## config.mk

```make
export PLATFORM = sky130hd
export DESIGN_NAME = websocket_frame_unmasker
export DESIGN_NICKNAME = d
export VERILOG_FILES = /design/src/rtl/wsfu_pkg.sv /design/src/rtl/wsfu_front.sv /design/src/rtl/wsfu_fifo.sv /design/src/rtl/wsfu_back.sv /design/src/rtl/websocket_frame_unmasker.sv
export SDC_FILE = /design/constraint.sdc
export NUM_CORES = 1
export LEC_CHECK = 0
export ABC_AREA = 1
export ABC_CLOCK_PERIOD_IN_PS = 3800
export BUFFER_PORTS_ARGS = -buffer_cell sky130_fd_sc_hd__buf_2
export CAP_MARGIN = 25
export CORE_ASPECT_RATIO = 0.6
export CORE_UTILIZATION = 46
export DETAILED_ROUTE_END_ITERATION = 6
export PLACE_DENSITY_LB_ADDON = 0.15
export SLEW_MARGIN = 20
export SYNTH_ARGS = -nofsm -noshare
export SYNTH_HDL_FRONTEND = slang
export SYNTH_SLANG_ARGS = --single-unit
```

## constraint.sdc

```tcl
create_clock -name clk -period 3.8 [get_ports clk]
set_input_delay 0.19 -clock clk [delete_from_list [all_inputs] [get_ports clk]]
set_output_delay 0.19 -clock clk [all_outputs]
set_load 0.02 [all_outputs]
```

## src/rtl/wsfu_pkg.sv

```systemverilog
// shared types and constants of the websocket frame unmasker
`default_nettype none

package wsfu_pkg;

	// defaults for the top level parameters
	localparam int LENGTH_BITS_DEF = 64;
	localparam int QUEUE_DEPTH_DEF = 4;

	// width of the extended length field on the wire
	localparam int EXT_BITS = 64;

	// seven-bit length codes that announce an extended length
	localparam logic [6:0] LEN16_CODE = 7'd126;
	localparam logic [6:0] LEN64_CODE = 7'd127;

	// extended length byte counts
	localparam logic [3:0] EXT16_BYTES = 4'd2;
	localparam logic [3:0] EXT64_BYTES = 4'd8;

	localparam logic [31:0] LIMIT_RESET = 32'd65535;

	// what a queue entry asks of the back end
	typedef enum logic {
		KIND_KEY  = 1'b0,
		KIND_DATA = 1'b1
	} kind_t;

	typedef struct packed {
		kind_t      kind;
		logic [7:0] data;
		logic [1:0] sel;
		logic       last;
		logic       trunc;
	} qent_t;

endpackage

`default_nettype wire

```

## src/rtl/wsfu_front.sv

```systemverilog
// header parser and payload classifier of the websocket frame unmasker
`default_nettype none

module wsfu_front #(
	parameter int LENGTH_BITS = wsfu_pkg::LENGTH_BITS_DEF
) (
	input  wire logic              clk,
	input  wire logic              arst_n,
	input  wire logic              in_valid,
	input  wire logic [7:0]        in_data,
	output logic                   in_ready,
	input  wire logic [31:0]       limit,
	output logic                   push,
	output wsfu_pkg::qent_t        push_ent,
	input  wire logic              push_ready
);

	localparam int CW = (LENGTH_BITS > 33) ? LENGTH_BITS : 33;

	typedef enum logic [4:0] {
		PH_FIRST = 5'b00001,
		PH_LEN   = 5'b00010,
		PH_EXT   = 5'b00100,
		PH_MASK  = 5'b01000,
		PH_DATA  = 5'b10000
	} phase_t;

	phase_t                       phase_q;
	logic [3:0]                   hcnt_q;
	logic [wsfu_pkg::EXT_BITS-1:0] acc_q;
	logic [LENGTH_BITS-1:0]       len_q;
	logic [LENGTH_BITS-1:0]       idx_q;
	logic [LENGTH_BITS-1:0]       rem_q;

	logic                         accept;
	logic [6:0]                   len7;
	logic [wsfu_pkg::EXT_BITS-1:0] acc_next;
	logic [LENGTH_BITS-1:0]       len_sat;
	logic [CW-1:0]                idx_w, lim_w, len_w;
	logic                         emit, hits_lim, is_final, trunc;

	assign in_ready = push_ready;
	assign accept   = in_valid && push_ready;
	assign len7     = in_data[6:0];
	assign acc_next = {acc_q[wsfu_pkg::EXT_BITS-9:0], in_data};
	assign len_sat  = ((acc_next >> LENGTH_BITS) != '0) ? '1 : acc_next[LENGTH_BITS-1:0];

	assign idx_w    = CW'(idx_q);
	assign lim_w    = CW'(limit);
	assign len_w    = CW'(len_q);
	assign emit     = idx_w < lim_w;
	assign hits_lim = (idx_w + CW'(1)) == lim_w;
	// rem counts bytes still to come, at least one while in payload
	assign is_final = rem_q == LENGTH_BITS'(1);
	assign trunc    = len_w > lim_w;

	always_comb begin
		push_ent.kind  = wsfu_pkg::KIND_KEY;
		push_ent.data  = in_data;
		push_ent.sel   = hcnt_q[1:0];
		push_ent.last  = 1'b0;
		push_ent.trunc = 1'b0;
		push           = 1'b0;
		if (phase_q == PH_MASK) begin
			push = accept;
		end else if (phase_q == PH_DATA) begin
			push_ent.kind  = wsfu_pkg::KIND_DATA;
			push_ent.sel   = idx_q[1:0];
			push_ent.last  = is_final || hits_lim;
			push_ent.trunc = trunc;
			push           = accept && emit;
		end
	end

	always_ff @(posedge clk or negedge arst_n) begin
		if (!arst_n) begin
			phase_q <= PH_FIRST;
			hcnt_q  <= '0;
			acc_q   <= '0;
			len_q   <= '0;
			idx_q   <= '0;
			rem_q   <= '0;
		end else if (accept) begin
			unique case (phase_q)
				PH_LEN: begin
					acc_q <= '0;
					len_q <= '0;
					if (len7 == wsfu_pkg::LEN16_CODE) begin
						phase_q <= PH_EXT;
						hcnt_q  <= wsfu_pkg::EXT16_BYTES;
					end else if (len7 == wsfu_pkg::LEN64_CODE) begin
						phase_q <= PH_EXT;
						hcnt_q  <= wsfu_pkg::EXT64_BYTES;
					end else begin
						len_q   <= LENGTH_BITS'(len7);
						phase_q <= PH_MASK;
						hcnt_q  <= '0;
					end
				end
				PH_EXT: begin
					acc_q  <= acc_next;
					hcnt_q <= hcnt_q - 4'd1;
					if (hcnt_q == 4'd1) begin
						len_q   <= len_sat;
						phase_q <= PH_MASK;
						hcnt_q  <= '0;
					end
				end
				PH_MASK: begin
					hcnt_q <= hcnt_q + 4'd1;
					if (hcnt_q == 4'd3) begin
						hcnt_q  <= '0;
						idx_q   <= '0;
						rem_q   <= len_q;
						phase_q <= (len_q == '0) ? PH_FIRST : PH_DATA;
					end
				end
				PH_DATA: begin
					idx_q <= idx_q + LENGTH_BITS'(1);
					rem_q <= rem_q - LENGTH_BITS'(1);
					if (is_final) begin
						phase_q <= PH_FIRST;
						idx_q   <= '0;
					end
				end
				default: begin
					phase_q <= PH_LEN;
					hcnt_q  <= '0;
				end
			endcase
		end
	end

endmodule

`default_nettype wire

```

## src/rtl/wsfu_fifo.sv

```systemverilog
// short queue between the front and the back of the websocket frame unmasker
`default_nettype none

module wsfu_fifo #(
	parameter int DEPTH = wsfu_pkg::QUEUE_DEPTH_DEF
) (
	input  wire logic            clk,
	input  wire logic            arst_n,
	input  wire logic            push,
	input  wire wsfu_pkg::qent_t push_ent,
	output logic                 push_ready,
	input  wire logic            pop,
	output wsfu_pkg::qent_t      pop_ent,
	output logic                 pop_valid
);

	localparam int PW = $clog2(DEPTH);
	localparam int CNW = $clog2(DEPTH + 1);

	wsfu_pkg::qent_t slot_q [DEPTH];
	logic [PW-1:0]   wr_ptr_q, rd_ptr_q;
	logic [CNW-1:0]  count_q;
	logic            do_push, do_pop;

	assign push_ready = count_q != CNW'(DEPTH);
	assign pop_valid  = count_q != '0;
	assign pop_ent    = slot_q[rd_ptr_q];
	assign do_push    = push && push_ready;
	assign do_pop     = pop && pop_valid;

	always_ff @(posedge clk) begin
		if (do_push) begin
			slot_q[wr_ptr_q] <= push_ent;
		end
	end

	always_ff @(posedge clk or negedge arst_n) begin
		if (!arst_n) begin
			wr_ptr_q <= '0;
			rd_ptr_q <= '0;
			count_q  <= '0;
		end else begin
			if (do_push) begin
				wr_ptr_q <= (wr_ptr_q == PW'(DEPTH - 1)) ? '0 : wr_ptr_q + PW'(1);
			end
			if (do_pop) begin
				rd_ptr_q <= (rd_ptr_q == PW'(DEPTH - 1)) ? '0 : rd_ptr_q + PW'(1);
			end
			if (do_push && !do_pop) begin
				count_q <= count_q + CNW'(1);
			end else if (do_pop && !do_push) begin
				count_q <= count_q - CNW'(1);
			end
		end
	end

	a_count_range: assert property (@(posedge clk) disable iff (!arst_n)
		count_q <= CNW'(DEPTH))
		else $error("queue count beyond depth");

	a_no_push_full: assert property (@(posedge clk) disable iff (!arst_n)
		push |-> push_ready)
		else $error("front pushed into a full queue");

	a_no_pop_empty: assert property (@(posedge clk) disable iff (!arst_n)
		pop |-> pop_valid)
		else $error("back popped an empty queue");

endmodule

`default_nettype wire

```

## src/rtl/wsfu_back.sv

```systemverilog
// mask key store, unmasking and output register of the websocket frame unmasker
`default_nettype none

module wsfu_back (
	input  wire logic            clk,
	input  wire logic            arst_n,
	input  wire logic            q_valid,
	input  wire wsfu_pkg::qent_t q_ent,
	output logic                 q_pop,
	output logic                 out_valid,
	input  wire logic            out_ready,
	output logic [7:0]           out_data,
	output logic                 out_last,
	output logic                 out_trunc
);

	logic [7:0] key_q [4];
	logic       out_valid_q;
	logic [7:0] out_data_q;
	logic       out_last_q, out_trunc_q;
	logic       is_data, load;

	assign is_data = q_ent.kind == wsfu_pkg::KIND_DATA;
	// key beats never wait, payload beats wait for room in the output register
	assign q_pop   = q_valid && (!is_data || !out_valid_q || out_ready);
	assign load    = q_pop && is_data;

	always_ff @(posedge clk) begin
		if (q_pop && !is_data) begin
			key_q[q_ent.sel] <= q_ent.data;
		end
		if (load) begin
			out_data_q  <= q_ent.data ^ key_q[q_ent.sel];
			out_last_q  <= q_ent.last;
			out_trunc_q <= q_ent.trunc;
		end
	end

	always_ff @(posedge clk or negedge arst_n) begin
		if (!arst_n) begin
			out_valid_q <= 1'b0;
		end else if (load) begin
			out_valid_q <= 1'b1;
		end else if (out_ready) begin
			out_valid_q <= 1'b0;
		end
	end

	assign out_valid = out_valid_q;
	assign out_data  = out_data_q;
	assign out_last  = out_last_q;
	assign out_trunc = out_trunc_q;

endmodule

`default_nettype wire

```

## src/rtl/websocket_frame_unmasker.sv

```systemverilog
// top level of the websocket frame unmasker
`default_nettype none

// Receives a client-to-server websocket frame one byte per beat on the s_ side
// and delivers the unmasked payload on the m_ side. The first header byte is
// skipped, the second gives the seven-bit length or announces a 16-bit or
// 64-bit big-endian extended length, four mask key bytes follow, and every
// payload byte leaves XORed with key byte (index mod 4); the mask bit is not
// checked. Only the first payload_limit bytes of a frame come out, the rest
// are consumed and dropped; m_tlast marks the final byte sent for a frame and
// m_tuser is high on every byte of a frame longer than the limit. Header and
// dropped bytes give no output beat. Lengths that do not fit LENGTH_BITS
// saturate. While m_tready stays high the sustained rate is one byte per
// clock on both sides: the header parser updates its state once per accepted
// byte, a four-entry queue parts it from the unmasking stage, and a single
// output register holds the result. A payload byte goes into a queue slot
// when accepted and moves into the output register once the back pops it.
// payload_limit is written through cfg_valid/cfg_data (always ready, reset
// 65535) and should only change while no frame is in flight.
module websocket_frame_unmasker #(
	parameter int LENGTH_BITS = wsfu_pkg::LENGTH_BITS_DEF,
	parameter int QUEUE_DEPTH = wsfu_pkg::QUEUE_DEPTH_DEF
) (
	input  wire logic        clk,
	input  wire logic        arst_n,
	// configuration write channel
	input  wire logic        cfg_valid,
	output logic             cfg_ready,
	input  wire logic [31:0] cfg_data,   // payload_limit
	// raw frame stream
	input  wire logic        s_tvalid,
	output logic             s_tready,
	input  wire logic [7:0]  s_tdata,    // [7:0] frame_byte
	// unmasked payload stream
	output logic             m_tvalid,
	input  wire logic        m_tready,
	output logic [7:0]       m_tdata,    // [7:0] plain_byte
	output logic             m_tlast,    // last_byte
	output logic             m_tuser     // [0] truncated
);

	logic [31:0]     limit_q;
	logic            push, push_ready, pop, pop_valid;
	wsfu_pkg::qent_t push_ent, pop_ent;

	// payload limit register, compared live at every payload byte
	assign cfg_ready = 1'b1;

	always_ff @(posedge clk or negedge arst_n) begin
		if (!arst_n) begin
			limit_q <= wsfu_pkg::LIMIT_RESET;
		end else if (cfg_valid) begin
			limit_q <= cfg_data;
		end
	end

	// front: header parsing, length and limit bookkeeping
	wsfu_front #(
		.LENGTH_BITS(LENGTH_BITS)
	) u_front (
		.clk       (clk),
		.arst_n    (arst_n),
		.in_valid  (s_tvalid),
		.in_data   (s_tdata),
		.in_ready  (s_tready),
		.limit     (limit_q),
		.push      (push),
		.push_ent  (push_ent),
		.push_ready(push_ready)
	);

	// queue of key and payload beats
	wsfu_fifo #(
		.DEPTH(QUEUE_DEPTH)
	) u_fifo (
		.clk       (clk),
		.arst_n    (arst_n),
		.push      (push),
		.push_ent  (push_ent),
		.push_ready(push_ready),
		.pop       (pop),
		.pop_ent   (pop_ent),
		.pop_valid (pop_valid)
	);

	// back: key store and unmasking into the output register
	wsfu_back u_back (
		.clk      (clk),
		.arst_n   (arst_n),
		.q_valid  (pop_valid),
		.q_ent    (pop_ent),
		.q_pop    (pop),
		.out_valid(m_tvalid),
		.out_ready(m_tready),
		.out_data (m_tdata),
		.out_last (m_tlast),
		.out_trunc(m_tuser)
	);

endmodule

`default_nettype wire

```

==> impl_metrics.yaml, run 1 <==
global_routing:
  grt_overflow_total: 0
  grt_pass1_vias: 18200
  grt_pass1_wl_um: 112000
  grt_usage: 0.304
  antenna_found_initial: 1
  grt_max_degree: 120
sta:
  hold_viol: 0
  final.period_utilization: 0.938
  max_slew_margin: 0.325
  slew_viol_final: 0
  worst-slew-pin-transition_ns: 1.01
  tns_ns: 0
  rsz0062_at_grt: "false"
  clock_skew_ns: 0.0162
  setup_viol: 0
  period_minus_slack_ns: 3.56
  fmax_mhz: 281
clocking:
  cts_buffers: 40
  cts_sinks: 391
  postCtsSetupBuffers: 0
  cts_tree: "yes"
  cts-root-buf: "clkbuf_16"
  clkLatencyLatePin_ns: 0.56
  clkTransAtPathRegs_ns: 0.06
  cts.path.max_buffers: 3
  htreeDepth: 2
yosys:
  ys_seq_elements: 391
  synthFlopType: "dfrtp_1"
  syn_inst: 2789
  synth_warnings: 0
  syn_area_sq_um: 22000
  synth_top_cells_by_count: "nand2_1 (756), nor2_1 (293), o21ai_0 (290), dfrtp_1 (280), inv_1 (252)"
  syn_nets: 2911
  ys_types: 59
  synth-edff-count: 94
  async_flop_share: 0.760
  syn_avg_cell_area_sq_um: 7.89
  synth_seq_area_share: 0.467
  yosysTopAreaCell: "dfrtp_1"
  synth.most_common_cell: "nand2_1"
  yosysTopAreaCellShare: 0.318
  synth_area_leaders: "dfrtp_1 (32%), nand2_1 (13%), edfxtp_1 (13%)"
final_layout:
  fin_area_sq_um: 24900
  fin_cells: 3555
  drive_gt1_frac: 0.0924
  area_delta_synth_final_pct: 13.3
  n_fill_cell: 4459
  nets: 3013
  fin_util: 0.533
die:
  dieWidth_um: 284
  core-area_sq_um: 46800
  dieHeight_um: 171
  die_area_sq_um: 48800
  num_rows: 61
  num_io_pins: 58
  start_util: 0.470
placed_design:
  io_buffer_count: 56
  place_area_sq_um: 23200
  dpl.cell_count: 3436
  gp_congestion: 1.03
  dp_hpwl_um: 55100
routing:
  finalWirelength_um: 73900
  drt_iter0_drc: 2634
  ant_nets: 0
  viasPerCell: 5.66
  dr_total_vias: 20100
  routedWlPerCell_um: 20.8
  drc: 0
  dr.pass1.iters: 6
outcome:
  outcome: "complete, no violations"
power_and_ir_drop:
  power_w: 0.0168
  power.leakage_nw: 11.3
  power_density_nw_per_um2: 673
  ir_worst_vdd_uv: 497
setup_path:
  required_ns: 4.17
  crit_type: "reg2reg"
  endpoint_kind: "flop"
  cp-start-kind: "flop"
  arrival_ns: 3.93
  crit_fanout: 6
worst_hold_path:
  hp-class: "in2reg"
job:
  drv_cap: 0
metrics by stage:
step                hold slack (ns)  worst slack, ns
global placement              0.354            0.198
CTS                          0.0725            0.256
finish                       0.0721            0.235
detailed placement            0.352            0.299
global route                  0.140           0.0843
floorplan                    -0.106             1.01
layer usage:
| metal | global-route usage | vias to the layer above | wire (um) |
|---|---|---|---|
| met2 | 0.376 | 861 | 26700 |
| met4 | 0.0500 | 0 | 1100 |
| li1 | - | 9495 | - |
| met5 | 0 | - | 0 |
| met1 | 0.493 | 9690 | 37400 |
| met3 | 0.105 | 85 | 8690 |
logic make-up (layout without fill, tap and decap cells):
family | count (synthesis) | in the layout | synth area share
flops | 391 | 391 | 0.467
compound gates | 477 | 477 | 0.117
mux | 11 | 11 | 0.00517
other cells | 1 | 3 | 0.000170
xor+xnor | 58 | 58 | 0.0244
simple gates | 1419 | 1419 | 0.280
buf+inv | 355 | 489 | 0.0622
fa+ha+maj | 77 | 77 | 0.0441
cells in the final DEF (no fill, tap or decap), drive strengths merged, types with 7 or more instances in the layout:
cell type,instances
nand2,774
nor2,327
o21ai,306
dfrtp,280
inv,264
nand3,194
buf,108
edfxtp,94
ha,76
a21oi,68
o22ai,64
clkbuf,57
xor2,49
nand4,48
dlygate4sd3,42
nor4,35
nor3,29
dfstp,17
o211ai,12
clkinv,12
mux2i,8
xnor2,7
sequential cells by signal (all words and copies together), names as in the netlist, 2 cells and up:
register         count
limit_q             32
u_front.phase_q      5
u_back.key_q        32
u_front.hcnt_q       4
u_back.out_data      8
u_fifo.rd_ptr_q      2
u_fifo.slot_q       52
u_front.rem_q       64
u_front.acc_q       56
u_fifo.count_q       3
u_front.len_q       64
u_front.idx_q       64
u_fifo.wr_ptr_q      2
path summary, 6_finish.rpt:
kind	cells past startpoint	slack, ns	startpoint	to
setup / recovery	15	0.24	u_front.idx_q[1]$_DFFE_PN0P_	u_fifo.slot_q[2][1]$_DFFE_PP_
max in group asynchronous	3	2.40	arst_n	limit_q[14]$_DFFE_PN1P_
hold reg to reg	2	0.48	u_front.acc_q[2]$_DFFE_PN0P_	u_front.acc_q[2]$_DFFE_PN0P_
hold / removal	3	0.07	cfg_valid	limit_q[14]$_DFFE_PN1P_
setup reg to reg	15	0.24	u_front.idx_q[1]$_DFFE_PN0P_	u_fifo.slot_q[2][1]$_DFFE_PP_
min in group asynchronous	2	0.31	arst_n	u_front.idx_q[59]$_DFFE_PN0P_
critical path, cell delays in order (launching register included):
cell	delay, ns
dfrtp_1	0.45
ha_1	0.27
inv_1	0.11
nor2_4	0.19
nand2_1	0.11
nor2_2	0.46
nand3_1	0.33
xor2_1	0.27
nand2_1	0.07
nor2_1	0.14
nand2_1	0.09
nor2_1	0.14
nand2_1	0.18
nor2_1	0.26
nor2_1	0.09
nor2_1	0.20
report_power, final:
| group | switching (W) | total (W) | internal, W |
|---|---|---|---|
| Clock | 0.00180 | 0.00417 | 0.00237 |
| Sequential | 0.00102 | 0.00643 | 0.00541 |
| Combinational | 0.00425 | 0.00619 | 0.00194 |
| Total | 0.00706 | 0.0168 | 0.00973 |
area by class of cell:
class | count | area, sq um | share of cell area
Antenna cell | 2 | 5.00 | 0.000201
Clock buffer | 57 | 1090 | 0.0439
Clock inverter | 17 | 243 | 0.00973
Inverter | 265 | 997 | 0.0400
Multi-Input combinational cell | 2043 | 10400 | 0.416
Sequential cell | 391 | 10300 | 0.412
Tap cell | 630 | 788 | 0.0316
Timing Repair Buffer | 150 | 1160 | 0.0467
repair_timing:
item                                    4_1_cts  5_1_grt
hold buffers                                 42        0
gates resized for setup                       0        2
endpoints found under the setup margin        0        1
endpoints found under the hold margin       187        0
Power figures use the tool's default switching activity.
==> run 2, diff against run 1 <==
Settings changed: CORE_MARGIN set to 10.
==> run 2 against run 1 <==
Effect of this change:
- maximum frequency grew 1.9%
- critical endpoint is now u_fifo.slot_q[3][1]$_DFFE_PP_
- power rose by 1.6%
- critical path type unchanged
- critical path depth did not move
- sequential share of layout area decreased by 0.19 points
- die area increased by 17%
- clock power increased by 4%
- register-to-register slack gained 0.07 ns
- highest routed layer unchanged
==> impl_metrics.yaml, run 2 (synthesis gave the netlist of run 1 again) <==
outcome:
  outcome: "complete, no violations"
clocking:
  clkLatencyLatePin_ns: 0.57
  cts.path.max_buffers: 3
  cts_buffers: 41
  postCtsSetupBuffers: 0
  cts_tree: "yes"
  clkTransAtPathRegs_ns: 0.07
  htreeDepth: 2
  cts_sinks: 391
  cts-root-buf: "clkbuf_16"
sta:
  fmax_mhz: 286
  period_minus_slack_ns: 3.50
  rsz0062_at_grt: "false"
  final.period_utilization: 0.921
  slew_viol_final: 0
  tns_ns: 0
  setup_viol: 0
  max_slew_margin: 0.350
  clock_skew_ns: 0.0182
  worst-slew-pin-transition_ns: 0.975
  hold_viol: 0
power_and_ir_drop:
  power.leakage_nw: 11.4
  ir_worst_vdd_uv: 438
  p_comb_frac: 0.368
  switching_share: 0.420
  power_density_nw_per_um2: 680
  p_seq_frac: 0.377
  p_int_w: 0.00990
  switching_power_w: 0.00715
  pwr-share-clk: 0.255
die:
  num_rows: 61
  core-area_sq_um: 46800
  dieWidth_um: 302
  num_io_pins: 58
  dieHeight_um: 189
  die_area_sq_um: 57300
  start_util: 0.470
routing:
  dr.pass1.iters: 6
  drt_iter0_drc: 2390
  dr_total_vias: 20300
  drc: 0
  ant_nets: 0
  finalWirelength_um: 75200
  routedWlPerCell_um: 21.2
  viasPerCell: 5.72
final_layout:
  fin_area_sq_um: 25100
  diodes: 0
  layout_commonest_cell: "nand2_1"
  area_delta_synth_final_pct: 13.8
  drive_gt1_frac: 0.0940
  final_cell_mix: "nand2_1 (756), nor2_1 (292), o21ai_0 (290)"
  nets: 3014
  top_regs: "u_front.idx_q (64), u_front.len_q (64), u_front.rem_q (64)"
setup_path:
  arrival_ns: 3.87
  critPathMostFrequentCell: "nor2_1"
  worstPathCellList: "ha_1 > inv_1 > nor2_4 > nand2_1 > nor2_2 > nand3_1 > xor2_1 > nand2_1 > nor2_1 > nand2_1 > nor2_1 > nand2_1 > nor2_1 > nor2_1 > nor2_1"
  endpoint_kind: "flop"
  required_ns: 4.17
  crit_fanout: 6
  crit_type: "reg2reg"
  crit_buf_inv: 1
  critPathTopFamily: "simple AND/OR/NAND/NOR gates"
  cp-start-kind: "flop"
  cpPeakStageDelay_ns: 0.46
  cpMaxStageDelayCell: "dfrtp_1"
placed_design:
  dp_hpwl_um: 56300
  io_buffer_count: 56
  place_area_sq_um: 23200
  gp_congestion: 0.998
job:
  drv_cap: 0
worst_hold_path:
  hp-class: "in2reg"
global_routing:
  grt_max_degree: 85
  grt_overflow_total: 0
  grt_pass1_wl_um: 116000
  grt_pass1_vias: 19000
  antenna_found_initial: 2
  grt_usage: 0.260
## run 2: metal layers
layer / vias to the layer above / GRT usage / share of wire
li1: 9516 / - / -
met1: 9824 / 0.418 / 0.50
met2: 896 / 0.334 / 0.37
met3: 81 / 0.0753 / 0.11
met4: 0 / 0.0416 / 0.013
met5: - / 0 / 0
## run 2: cell type report
class	count	area, sq um
clock buffers	58	1180
clock inverters	18	244
fillers	4402	21700
inverters	265	997
multi-input cells	2043	10400
flip-flops and latches	391	10300
well taps	630	788
repair buffers	150	1200
## run 2: path summary, 6_finish.rpt
| path | slack (ns) | startpoint | endpoint | cells past startpoint |
|---|---|---|---|---|
| max reg2reg | 0.30 | u_front.idx_q[1]$_DFFE_PN0P_ | u_fifo.slot_q[3][1]$_DFFE_PP_ | 15 |
| min reg2reg | 0.49 | u_front.acc_q[39]$_DFFE_PN0P_ | u_front.acc_q[39]$_DFFE_PN0P_ | 2 |
| max in group asynchronous | 2.67 | arst_n | u_front.len_q[45]$_DFFE_PN0P_ | 3 |
| min | 0.02 | cfg_valid | limit_q[14]$_DFFE_PN1P_ | 3 |
| min in group asynchronous | 0.24 | arst_n | u_front.idx_q[2]$_DFFE_PN0P_ | 2 |
| max | 0.30 | u_front.idx_q[1]$_DFFE_PN0P_ | u_fifo.slot_q[3][1]$_DFFE_PP_ | 15 |
## run 2: metrics by stage
step	power (W)	hold slack (ns)	utilization	setup WS (ns)	instances
floorplan	0.0104	-0.106	-	1.01	2789
global placement	0.0124	0.255	0.495	0.477	3435
detailed placement	0.0125	0.270	0.496	0.467	3436
CTS	0.0170	0.182	0.535	0.432	3554
global route	0.0182	0.0639	0.536	0.0723	3555
finish	0.0170	0.0159	0.536	0.301	3555
## run 2: what timing repair did
action                                  CTS  global route
endpoints found under the hold margin   156             0
hold buffers                             42             0
resized for setup                         0             1
endpoints found under the setup margin    0             4
## run 2: power groups by stage
| stage | registers (W) | clock network, W | logic [W] |
|---|---|---|---|
| 2_1_floorplan | 0.00618 | 0 | 0.00427 |
| 3_5_place_dp | 0.00645 | 0 | 0.00610 |
| 6_report | 0.00643 | 0.00435 | 0.00627 |
| 4_1_cts | 0.00638 | 0.00441 | 0.00617 |
| 3_3_place_gp | 0.00641 | 0 | 0.00600 |
| 5_1_grt | 0.00653 | 0.00458 | 0.00707 |
## run 2: tightest hold or removal path, stage by stage
cell and delay (ns):
buf_2 0.22, nand2_1 0.09, o21ai_0 0.07
